===== config.mk =====
export PLATFORM = sky130hd
export DESIGN_NAME = gaussian_log_likelihood_accumulate
export DESIGN_NICKNAME = d
export VERILOG_FILES = /design/src/hw/rtl/glla_pkg.sv /design/src/hw/rtl/glla_mul.sv /design/src/hw/rtl/glla_div.sv /design/src/hw/rtl/gaussian_log_likelihood_accumulate.sv
export SDC_FILE = /design/constraint.sdc
export NUM_CORES = 2
export LEC_CHECK = 0
export BUFFER_PORTS_ARGS = -buffer_cell sky130_fd_sc_hd__buf_2
export CORE_MARGIN = 2
export CORE_UTILIZATION = 35
export CTS_BUF_LIST = sky130_fd_sc_hd__clkbuf_8
export DETAILED_ROUTE_END_ITERATION = 7
export HOLD_SLACK_MARGIN = 0.12
export PLACE_DENSITY_LB_ADDON = 0.12
export SLEW_MARGIN = 20
export SYNTH_ARGS = -nofsm -noshare
export SYNTH_HDL_FRONTEND = slang
export SYNTH_SLANG_ARGS = --single-unit
export TNS_END_PERCENT = 1

===== constraint.sdc =====
create_clock -name clk -period 17.9 [get_ports clk]
set_clock_uncertainty 0.15 [all_clocks]
set_input_delay 0.895 -clock clk [delete_from_list [all_inputs] [get_ports clk]]
set_output_delay 0.895 -clock clk [all_outputs]
set_load 0.1 [all_outputs]

===== src/hw/rtl/glla_pkg.sv =====
`default_nettype none

package glla_pkg;

    // Fraction bits of the fixed point data and results
    localparam int FRAC_BITS = 24;

    // ln(2) in Q4.28
    localparam logic signed [32:0] LN2_Q28 = 33'sd186065279;

    // 0.5*ln(2*pi) rounded half up to FRAC_BITS fraction bits
    localparam logic signed [50:0] HALF_LN_2PI = 51'sd15417230;

    localparam logic signed [50:0] ACC_MAX = 51'sd140737488355327;
    localparam logic signed [50:0] ACC_MIN = -51'sd140737488355328;

    typedef logic signed [32:0] mul_op_t;
    typedef logic signed [65:0] mul_prod_t;

    // Divider handshake with the sequencer
    typedef struct packed {
        logic        start;
        logic [63:0] dividend;
        logic [30:0] divisor;
    } div_req_t;

    typedef struct packed {
        logic        done;
        logic [63:0] quot;
    } div_rsp_t;

endpackage

`default_nettype wire


===== src/hw/rtl/glla_mul.sv =====
`default_nettype none

module glla_mul (
    input  wire logic               clk,
    input  wire glla_pkg::mul_op_t   a,
    input  wire glla_pkg::mul_op_t   b,
    output glla_pkg::mul_prod_t      prod_reg
);
    import glla_pkg::*;

    // Register the product, one multiply per cycle
    always_ff @(posedge clk)
    begin
        prod_reg <= a * b;
    end

endmodule

`default_nettype wire


===== src/hw/rtl/glla_div.sv =====
`default_nettype none

module glla_div (
    input  wire logic               clk,
    input  wire logic               rst_n,
    input  wire glla_pkg::div_req_t  req,
    output glla_pkg::div_rsp_t       rsp
);
    import glla_pkg::*;

    logic        busy_reg;
    logic [5:0]  cnt_reg;
    logic [30:0] rem_reg;
    logic [30:0] dsr_reg;
    logic [63:0] dvd_reg;
    logic        done_reg;
    logic [31:0] trial;
    logic        fits;

    // One restoring step: shift in the next dividend bit, try to subtract
    assign trial = {rem_reg, dvd_reg[63]};
    assign fits  = trial >= {1'b0, dsr_reg};

    always_ff @(posedge clk or negedge rst_n)
    begin
        if (!rst_n)
        begin
            busy_reg <= 1'b0;
            done_reg <= 1'b0;
            cnt_reg  <= '0;
        end
        else
        begin
            done_reg <= 1'b0;
            if (req.start)
            begin
                busy_reg <= 1'b1;
                cnt_reg  <= '0;
            end
            else if (busy_reg)
            begin
                cnt_reg <= cnt_reg + 6'd1;
                if (cnt_reg == 6'd63)
                begin
                    busy_reg <= 1'b0;
                    done_reg <= 1'b1;
                end
            end
        end
    end

    // Quotient bits fill the dividend register from the bottom
    always_ff @(posedge clk)
    begin
        if (req.start)
        begin
            rem_reg <= '0;
            dsr_reg <= req.divisor;
            dvd_reg <= req.dividend;
        end
        else if (busy_reg)
        begin
            rem_reg <= fits ? 31'(trial - {1'b0, dsr_reg}) : trial[30:0];
            dvd_reg <= {dvd_reg[62:0], fits};
        end
    end

    assign rsp.done = done_reg;
    assign rsp.quot = dvd_reg;

endmodule

`default_nettype wire


===== src/hw/rtl/gaussian_log_likelihood_accumulate.sv =====
// Gaussian log likelihood accumulator for a straight line model.
// Input stream: one data point per word. s_tdata holds x, observed value and
// standard error (signed Q8.24 each); s_tlast marks the last point of a set.
// Output stream: one word per set, sent after its last point: m_tdata holds
// the Q24.24 saturating sum, m_tuser the saturated and bad-error flags.
// Configuration: cfg_we writes slope (index 0) or intercept (index 1).
// One point is processed at a time. A valid point passes through the
// prediction multiply, the bit-serial 64-bit divider, the residual square,
// the 24 log2 squaring steps on the shared multiplier, ln scaling and the
// accumulate, then finish and back to idle; an overflowing quotient or
// square saturates the sum and skips to finish. A point whose error is zero
// or negative goes straight to finish. s_tready is high only between points.
// For the last point of a set, the finish state loads the result into the
// output register, which drives m_tvalid.
// A finished sum waits in the output register; the next set is processed
// meanwhile and only its own result stalls while m_tready stays low.
// Reset clears the sum and flags and sets slope to 1.0, intercept to 0.
`default_nettype none

module gaussian_log_likelihood_accumulate (
    input  wire logic        clk,
    input  wire logic        rst_n,
    input  wire logic        s_tvalid,
    output logic             s_tready,
    input  wire logic [95:0] s_tdata,   // point_x, point_value, point_error
    input  wire logic        s_tlast,   // last_point
    output logic             m_tvalid,
    input  wire logic        m_tready,
    output logic [47:0]      m_tdata,   // log_likelihood
    output logic [1:0]       m_tuser,   // saturated, bad_error_seen
    input  wire logic        cfg_we,
    input  wire logic        cfg_index,
    input  wire logic [31:0] cfg_data
);
    import glla_pkg::*;

    localparam logic [3:0] ST_IDLE = 4'd0;
    localparam logic [3:0] ST_PRED = 4'd1;
    localparam logic [3:0] ST_DIFF = 4'd2;
    localparam logic [3:0] ST_DIV  = 4'd3;
    localparam logic [3:0] ST_SQ0  = 4'd4;
    localparam logic [3:0] ST_SQ1  = 4'd5;
    localparam logic [3:0] ST_SQ2  = 4'd6;
    localparam logic [3:0] ST_SQ3  = 4'd7;
    localparam logic [3:0] ST_SQ4  = 4'd8;
    localparam logic [3:0] ST_LOG  = 4'd9;
    localparam logic [3:0] ST_LOGW = 4'd10;
    localparam logic [3:0] ST_LN   = 4'd11;
    localparam logic [3:0] ST_ACC  = 4'd12;
    localparam logic [3:0] ST_FIN  = 4'd13;

    localparam logic REG_SLOPE     = 1'b0;
    localparam logic REG_INTERCEPT = 1'b1;

    logic [3:0]         state_reg, state_next;
    logic signed [31:0] slope_reg, intercept_reg;
    logic signed [31:0] x_reg, value_reg;
    logic [30:0]        err_reg;
    logic               last_reg;
    logic signed [47:0] acc_reg, acc_next;
    logic               sat_reg, sat_next;
    logic               bad_reg, bad_next;
    logic [74:0]        sq_reg, sq_next;
    logic [36:0]        q_reg, q_next;
    logic [47:0]        hs_reg, hs_next;
    logic [30:0]        m_reg, m_next;
    logic [4:0]         p_reg, p_next;
    logic [23:0]        frac_reg, frac_next;
    logic [4:0]         cnt_reg, cnt_next;
    logic               out_valid_reg, out_valid_next;
    logic [47:0]        out_data_reg, out_data_next;
    logic [1:0]         out_user_reg, out_user_next;

    mul_op_t            mul_a, mul_b;
    mul_prod_t          prod;
    div_req_t           dreq;
    div_rsp_t           drsp;

    logic signed [42:0] pred;
    logic signed [43:0] diff;
    logic [43:0]        mag;
    logic [31:0]        sq_step;
    logic [5:0]         pm24;
    logic signed [29:0] log2v;
    logic signed [65:0] ln_round;
    logic signed [50:0] sum;
    logic               s_acc;
    logic               out_load;

    glla_mul u_mul (
        .clk      (clk),
        .a        (mul_a),
        .b        (mul_b),
        .prod_reg (prod)
    );

    glla_div u_div (
        .clk   (clk),
        .rst_n (rst_n),
        .req   (dreq),
        .rsp   (drsp)
    );

    assign s_tready = (state_reg == ST_IDLE);
    assign s_acc    = s_tvalid && s_tready;

    // Prediction, residual and log2 operand arithmetic
    assign pred     = 43'($signed(prod[65:FRAC_BITS])) + 43'(intercept_reg);
    assign diff     = 44'(pred) - 44'(value_reg);
    assign mag      = diff[43] ? 44'(-diff) : 44'(diff);
    assign sq_step  = prod[61:30];
    assign pm24     = {1'b0, p_reg} - 6'd24;
    assign log2v    = $signed({pm24, frac_reg});
    assign ln_round = prod + (66'sd1 <<< 27);
    assign sum      = 51'(acc_reg) - $signed({3'b0, hs_reg})
                      - 51'($signed(ln_round[65:28])) - HALF_LN_2PI;

    // Operand select for the shared multiplier
    always_comb
    begin
        mul_a = '0;
        mul_b = '0;
        case (state_reg)
            ST_PRED:
            begin
                mul_a = 33'(slope_reg);
                mul_b = 33'(x_reg);
            end
            ST_SQ0:
            begin
                mul_a = $signed({1'b0, q_reg[31:0]});
                mul_b = $signed({1'b0, q_reg[31:0]});
            end
            ST_SQ1:
            begin
                mul_a = $signed({28'b0, q_reg[36:32]});
                mul_b = $signed({1'b0, q_reg[31:0]});
            end
            ST_SQ2:
            begin
                mul_a = $signed({28'b0, q_reg[36:32]});
                mul_b = $signed({28'b0, q_reg[36:32]});
            end
            ST_LOG:
            begin
                mul_a = $signed({2'b0, m_reg});
                mul_b = $signed({2'b0, m_reg});
            end
            ST_LN:
            begin
                mul_a = 33'(log2v);
                mul_b = LN2_Q28;
            end
            default:
            begin
                mul_a = '0;
                mul_b = '0;
            end
        endcase
    end

    assign dreq.start    = (state_reg == ST_DIFF);
    assign dreq.dividend = {mag[39:0], 24'b0};
    assign dreq.divisor  = err_reg;

    // Sequencer
    always_comb
    begin
        state_next     = state_reg;
        acc_next       = acc_reg;
        sat_next       = sat_reg;
        bad_next       = bad_reg;
        sq_next        = sq_reg;
        q_next         = q_reg;
        hs_next        = hs_reg;
        m_next         = m_reg;
        p_next         = p_reg;
        frac_next      = frac_reg;
        cnt_next       = cnt_reg;
        out_load       = 1'b0;
        case (state_reg)
            ST_IDLE:
            begin
                if (s_acc)
                begin
                    if ($signed(s_tdata[95:64]) <= 32'sd0)
                    begin
                        bad_next   = 1'b1;
                        state_next = ST_FIN;
                    end
                    else
                    begin
                        state_next = ST_PRED;
                    end
                end
            end
            ST_PRED: state_next = ST_DIFF;
            ST_DIFF:
            begin
                m_next     = err_reg;
                p_next     = 5'd30;
                state_next = ST_DIV;
            end
            ST_DIV:
            begin
                // Normalize the error while the divider runs
                if (!m_reg[30])
                begin
                    m_next = {m_reg[29:0], 1'b0};
                    p_next = p_reg - 5'd1;
                end
                if (drsp.done)
                begin
                    if (drsp.quot[63:37] != '0)
                    begin
                        acc_next   = 48'(ACC_MIN);
                        sat_next   = 1'b1;
                        state_next = ST_FIN;
                    end
                    else
                    begin
                        q_next     = drsp.quot[36:0];
                        state_next = ST_SQ0;
                    end
                end
            end
            ST_SQ0: state_next = ST_SQ1;
            ST_SQ1:
            begin
                sq_next    = {11'b0, prod[63:0]};
                state_next = ST_SQ2;
            end
            ST_SQ2:
            begin
                sq_next    = sq_reg + {prod[41:0], 33'b0};
                state_next = ST_SQ3;
            end
            ST_SQ3:
            begin
                sq_next    = sq_reg + {prod[10:0], 64'b0};
                state_next = ST_SQ4;
            end
            ST_SQ4:
            begin
                if (sq_reg[74:73] != 2'b0)
                begin
                    acc_next   = 48'(ACC_MIN);
                    sat_next   = 1'b1;
                    state_next = ST_FIN;
                end
                else
                begin
                    hs_next    = sq_reg[72:25];
                    frac_next  = '0;
                    cnt_next   = '0;
                    state_next = ST_LOG;
                end
            end
            ST_LOG: state_next = ST_LOGW;
            ST_LOGW:
            begin
                // One fraction bit of log2 per squaring
                frac_next = {frac_reg[22:0], sq_step[31]};
                m_next    = sq_step[31] ? sq_step[31:1] : sq_step[30:0];
                cnt_next  = cnt_reg + 5'd1;
                state_next = (cnt_reg == 5'(FRAC_BITS - 1)) ? ST_LN : ST_LOG;
            end
            ST_LN: state_next = ST_ACC;
            ST_ACC:
            begin
                if (sum > ACC_MAX)
                begin
                    acc_next = 48'(ACC_MAX);
                    sat_next = 1'b1;
                end
                else if (sum < ACC_MIN)
                begin
                    acc_next = 48'(ACC_MIN);
                    sat_next = 1'b1;
                end
                else
                begin
                    acc_next = 48'(sum);
                end
                state_next = ST_FIN;
            end
            ST_FIN:
            begin
                if (!last_reg)
                begin
                    state_next = ST_IDLE;
                end
                else if (!out_valid_reg || m_tready)
                begin
                    out_load   = 1'b1;
                    acc_next   = '0;
                    sat_next   = 1'b0;
                    bad_next   = 1'b0;
                    state_next = ST_IDLE;
                end
            end
            default: state_next = ST_IDLE;
        endcase
    end

    // Output register
    always_comb
    begin
        out_valid_next = out_valid_reg;
        out_data_next  = out_data_reg;
        out_user_next  = out_user_reg;
        if (out_load)
        begin
            out_valid_next = 1'b1;
            out_data_next  = acc_reg;
            out_user_next  = {bad_reg, sat_reg};
        end
        else if (m_tready)
        begin
            out_valid_next = 1'b0;
        end
    end

    always_ff @(posedge clk or negedge rst_n)
    begin
        if (!rst_n)
        begin
            state_reg     <= ST_IDLE;
            slope_reg     <= 32'sd16777216;
            intercept_reg <= '0;
            acc_reg       <= '0;
            sat_reg       <= 1'b0;
            bad_reg       <= 1'b0;
            out_valid_reg <= 1'b0;
        end
        else
        begin
            state_reg     <= state_next;
            acc_reg       <= acc_next;
            sat_reg       <= sat_next;
            bad_reg       <= bad_next;
            out_valid_reg <= out_valid_next;
            if (cfg_we)
            begin
                case (cfg_index)
                    REG_SLOPE:     slope_reg     <= cfg_data;
                    REG_INTERCEPT: intercept_reg <= cfg_data;
                    default:       slope_reg     <= slope_reg;
                endcase
            end
        end
    end

    // Datapath registers
    always_ff @(posedge clk)
    begin
        if (s_acc)
        begin
            x_reg     <= s_tdata[31:0];
            value_reg <= s_tdata[63:32];
            err_reg   <= s_tdata[94:64];
            last_reg  <= s_tlast;
        end
        sq_reg       <= sq_next;
        q_reg        <= q_next;
        hs_reg       <= hs_next;
        m_reg        <= m_next;
        p_reg        <= p_next;
        frac_reg     <= frac_next;
        cnt_reg      <= cnt_next;
        out_data_reg <= out_data_next;
        out_user_reg <= out_user_next;
    end

    assign m_tvalid = out_valid_reg;
    assign m_tdata  = out_data_reg;
    assign m_tuser  = out_user_reg;

endmodule

`default_nettype wire


==> Word-level counts from Yosys, hierarchy flattened <==
Cells that the tools add are included.
{ "classes": {"mux": 57, "multipliers": 1, "n_eq_ne": 26, "n_bitwise": 3, "n_reduce_logical": 27, "order_cmp": 4, "n_addsub": 14} }
{ "op_table": {"columns": ["operator", "count"], "rows": [
  ["$mux W48", 7],
  ["$pmux W33 S5", 2],
  ["$pmux W75 S3", 1],
  ["$pmux W48 S4", 1],
  ["$add A75 B75 Y75", 2],
  ["$mux W64", 2],
  ["$mux W31", 3],
  ["$pmux W31 S3", 1],
  ["$add A66 B29 Y66 const B", 1],
  ["$mul A33 B33 Y66", 1],
  ["$pmux W4 S14", 1],
  ["$gt A51 B48 Y1 const B", 1],
  ["$lt A51 B48 Y1 const B", 1],
  ["$sub A50 B38 Y51", 1],
  ["$sub A51 B25 Y51 const B", 1],
  ["$sub A48 B49 Y50", 1],
  ["$pmux W24 S2", 1],
  ["$sub A43 B32 Y44", 1],
  ["$add A42 B32 Y43", 1],
  ["$mux W40", 1],
  ["$neg A40 Y40", 1],
  ["$ge A32 B31 Y1", 1],
  ["$le A32 B1 Y1 const B", 1],
  ["$sub A31 B31 Y31", 1],
  ["other kinds (38)", 97]
]} }
{ "totals": {"wordCells": 161, "ff_bits": 690, "in_bits": 135, "output_inout_bits": 52} }

==> Depth between registers and ports, before layout <==
{ "depth": {"word_depth": 7, "depth_mapped": 39, "mapped_depth_nobuf": 35} }

==> Modules after synthesis <==
From an unflattened synthesis, not the netlist that was laid out.
{ "unflattened": {"hier_cells": 7874, "hier_area_um2": 78155.0} }
{ "by_module_without_submodules": {"columns": ["module", "area_each_um2", "n_inst", "seq_area_each_um2", "cells_each"], "rows": [
  ["glla_mul", 39930.8, 1, 1321.3, 4245],
  ["gaussian_log_likelihood_accumulate", 31019.8, 1, 13369.1, 2993],
  ["glla_div", 7204.4, 1, 3673.5, 636]
]} }

==> Worst setup path after synthesis <==
Ideal clock, no wire load.
{ "synth_timing": {"kind": "flip-flop to flip-flop", "from": "reg state_reg[1]", "to": "reg u_mul.prod_reg[61]", "setup_time_ps": 124, "path_stages_with_launch": 35, "t_arrival_ps": 9442, "n_path_buf": 7, "t_required_ps": 17626, "period_less_slack_ps": 9716, "setup_slack_ps": 8184, "cell_sequence": "dfrtp_1 > clkbuf_1 > nand2b_1 > nor3_1 > clkbuf_1 > clkbuf_1 > clkbuf_1 > nand2_1 > nand3_1 > clkbuf_1 > nand2_1 > inv_1 > fa_1 > inv_1 > fa_1 > inv_1 > fa_1 > fa_1 > fa_1 > fa_1 > inv_1 > fa_1 > fa_1 > inv_1 > ha_1 > clkbuf_1 > and2_0 > clkbuf_1 > nand2_1 > or3_1 > a2111oi_0 > nor3_1 > o31ai_1 > a21oi_1 > xnor2_1"} }
{ "synth_between": {"elab_chain_len": 4, "word_cells_on_any_way": 11, "cone_classes": "1 x mul; 6 x eq/ne; 2 x mux; 2 x reduce/logical"} }
{ "synth_lines": {"columns": ["element", "line", "text"], "rows": [
  ["from (decl)", "gaussian_log_likelihood_accumulate.sv:55", "logic [3:0] state_reg, state_next;"],
  ["from (signal assigned)", "gaussian_log_likelihood_accumulate.sv:338", "state_reg <= state_next;"],
  ["$eq A4 B3 Y1", "gaussian_log_likelihood_accumulate.sv:123", "case (state_reg)"],
  ["$reduce_or A2 Y1 (no line)", null, null],
  ["$pmux W33 S5", "gaussian_log_likelihood_accumulate.sv:123", null],
  ["$mul A33 B33 Y66 *", "glla_mul.sv:14", "prod_reg <= a * b;"],
  ["to (signal assigned)", "glla_mul.sv:14", null],
  ["to (decl)", "glla_mul.sv:7", "output glla_pkg::mul_prod_t prod_reg"]
]} }
Every way passes the cells marked *; elsewhere a longest branch is shown, timed or not.
A chain may end at the register's enable or synchronous reset.

==> Final worst setup path <==
{ "layout_timing": {"from": "reg state_reg[2]", "to": "reg u_mul.prod_reg[60]"} }
Same word-level chain as after synthesis.

==> flow_metrics.py <==
metrics = {
    "floorplan": {
        "fp.dieH_um": 472,
        "num_rows": 171,
        "initial_core_util_pct": 35.2,
        "coreArea_mm2": 0.217,
        "io_pins": 187,
        "die-area_mm2": 0.222,
        "die_w_um": 472,
    },
    "detailed_routing": {
        "drcViolationCount": 0,
        "drt-vias-per-instance": 5.25,
        "wl_um": 290000,
        "drt_iter0_drc": 4776,
        "ant_nets": 0,
        "vias": 58800,
        "wl_per_cell_um": 25.9,
        "first_pass_iters": 6,
    },
    "finish": {
        "synthToLayoutAreaGrowth_pct": 11.1,
        "largest_register_ffs": 66,
        "drive_gt1_share_pct": 8.46,
        "n_fill_cell": 21900,
        "nNetsFinal": 10000,
        "stdcell_count": 11200,
        "multi_input_area_mm2": 0.0516,
        "seq_area_mm2": 0.0181,
    },
    "timing": {
        "post-route-period-util_pct": 66.4,
        "tightest_slew_ns": 1.14,
        "finalSetupViolations": 0,
        "clock.fmax_mhz": 84.2,
        "setup_tns_ns": 0,
        "period_needed_ns": 11.88,
        "maxSlewHeadroom_pct": 24.2,
        "rsz0062_at_grt": "no",
        "final_max_slew_viol_count": 0,
        "finalHoldViolCount": 0,
    },
    "placed_design": {
        "place_hpwl_um": 228000,
        "gp_congestion": 0.962,
        "place_inst": 10800,
        "numPortBuffers": 186,
    },
    "run": {
        "cap_violations": 0,
    },
    "clocking": {
        "numCtsBuffers": 132,
        "cts_setup_buffers": 0,
        "clk_latency_ns": 0.89,
        "cts_sinks": 665,
        "cts_resized": 0,
        "clk_pin_slew_ns": 0.06,
        "cts_root_buffer": "clkbuf_8",
        "cts_max_level": 4,
        "cts_tree": "done",
        "ctsHoldBuffers": 107,
        "clk_path_buf_depth": 3,
    },
    "synthesis": {
        "synth_area_leaders": "fa_1 32%, edfxtp_1 16%, ha_1 7.3%",
        "synthArstFlopShare_pct": 19.1,
        "yosysTopAreaCellShare_pct": 32.4,
        "synth_ff_type": "edfxtp_1",
        "syn_nets": 9821,
        "synth_top_family_by_area": "adder cells",
        "synth-compound-area-share_pct": 9.48,
        "netlist_instances": 8000,
        "postSynthAreaPerCell_um2": 9.57,
        "yosysTopAreaCell": "fa_1",
        "synth_cell_types": 92,
        "seq_area_frac_synth_pct": 23.7,
        "synth.cell_area_mm2": 0.0766,
        "yosys-mux-area-fraction_pct": 1.86,
        "synth_seq_cells": 665,
        "synth_warnings": 0,
        "synthAdderAreaFrac_pct": 39.7,
        "synth_edf_count": 417,
        "synthSimpleGateAreaFrac_pct": 12.9,
        "synthXorXnorAreaFrac_pct": 3.25,
    },
    "worst_setup_path": {
        "cp_max_fo": 34,
        "crit_type": "reg -> reg",
        "slowest_stage": "dfrtp_1",
        "end_kind": "flip-flop",
        "crit_family": "adder cells",
        "path_depth": 34,
        "path_buf_inv": 8,
        "rrSetupSlack_ns": 6.02,
        "critPathLaunchType": "flip-flop",
        "critPathArrivalTime_ns": 12.46,
        "crit_required_ns": 18.48,
        "slowest_delay_ns": 0.76,
        "cpMostUsedCell": "fa_1",
        "reg2regPathDepth": 34,
    },
    "global_route": {
        "grt_usage_pct": 26.2,
        "grt_remaining_overflow": 0,
        "grt_max_degree": 69,
        "antenna_found_initial": 14,
        "grt_pass1_wl_um": 422000,
        "grt_pass1_vias": 60700,
    },
    "outcome": {
        "status": "finished clean",
    },
    "hold_path": {
        "hp-class": "in -> reg",
        "hold_depth": 2,
    },
}
==> final timing paths <==
check / startpoint / end
max in group asynchronous: rst_n / slope_reg[24]
worst min register to register: sq_reg[28] / hs_reg[3]
worst max register to register: state_reg[2] / u_mul.prod_reg[60]
worst max-delay path: state_reg[2] / u_mul.prod_reg[60]
min in group asynchronous: rst_n / acc_reg[24]
worst min-delay path: cfg_data[3] / intercept_reg[3]
==> cell families after synthesis <==
logic type	after synthesis
compound gates	1114
mux	134
simple gates	2264
buf+inv	1853
xor+xnor	284
fa+ha+maj	1686
flops	665
==> synth_stat cells, drive strengths merged (12+ instances only) <==
master  count
inv      1481
fa       1239
nand2    1057
nor2      642
ha        447
edfxtp    417
clkbuf    335
a21oi     292
o21ai     271
xnor2     183
dfrtp     126
a21o      124
dfxtp     121
nand3     103
xor2      101
nand4      78
mux2i      68
mux2       66
and3       60
nor3       59
and2       55
a221o      54
a22oi      53
o21a       42
nor2b      38
buf        37
nand2b     36
nor4       34
o21bai     33
a211oi     32
a31oi      31
and4       30
o211ai     23
or3        22
or2        17
o22ai      16
o31ai      14
a222oi     12
==> stage by stage <==
stage                     hold WS, ns  util (%)  instance area [um^2]  setup slack [ns]
after CTS                       0.143      39.1                 85000              6.16
final                           0.205      39.1                 85000              6.02
after detailed placement        0.258      37.3                 81100              6.19
after floorplan                 0.250         -                 76600              8.18
after global placement          0.255      37.3                 81100              6.45
after global routing            0.145      39.1                 85000              5.59
==> per-layer routing <==
metal / part of all wire, % / routed length (um) / global-route usage [%]
met5: 0.0083 / 24 / 0
met4: 5.6 / 16300 / 12.4
met3: 6.1 / 17600 / 3.75
met2: 45 / 132000 / 41.4
met1: 43 / 125000 / 35.3
==> layout make-up <==
cell class / instances / area share [%]
clock buffer: 156 / 2.53
inverter: 1481 / 6.54
timing repair buffer: 463 / 3.89
tap: 2854 / 4.20
multi-input combinational: 5482 / 60.7
clock inverter: 89 / 0.745
sequential: 665 / 21.3
antenna: 11 / 0.0324
==> worst reg2reg max path, delay by kind of cell, from the launching register on <==
kind	cells	cell delay (ns)
adders and majority gates	9	4.39
muxes	1	0.13
DFF	1	0.76
and+or+nand+nor	6	1.95
AOI/OAI and AO/OA	10	3.16
buffers and inverters	8	1.22
==> placed cells by master, fill, tap and decap left out, drive strengths merged, types with 78 or more instances in the layout <==
| cell type | instances |
|---|---|
| nor2 | 642 |
| ha | 447 |
| a21oi | 292 |
| nand4 | 78 |
| dlygate4sd3 | 107 |
| edfxtp | 417 |
| buf | 356 |
| a21o | 124 |
| nand3 | 103 |
| inv | 1526 |
| xor2 | 101 |
| xnor2 | 183 |
| nand2 | 1057 |
| dfrtp | 126 |
| dfxtp | 121 |
| clkbuf | 156 |
| o21ai | 271 |
| fa | 1239 |
Power is left out: the tool's default activity adds up to more than one toggle a clock period on the data nets, which glitch-free logic cannot reach.
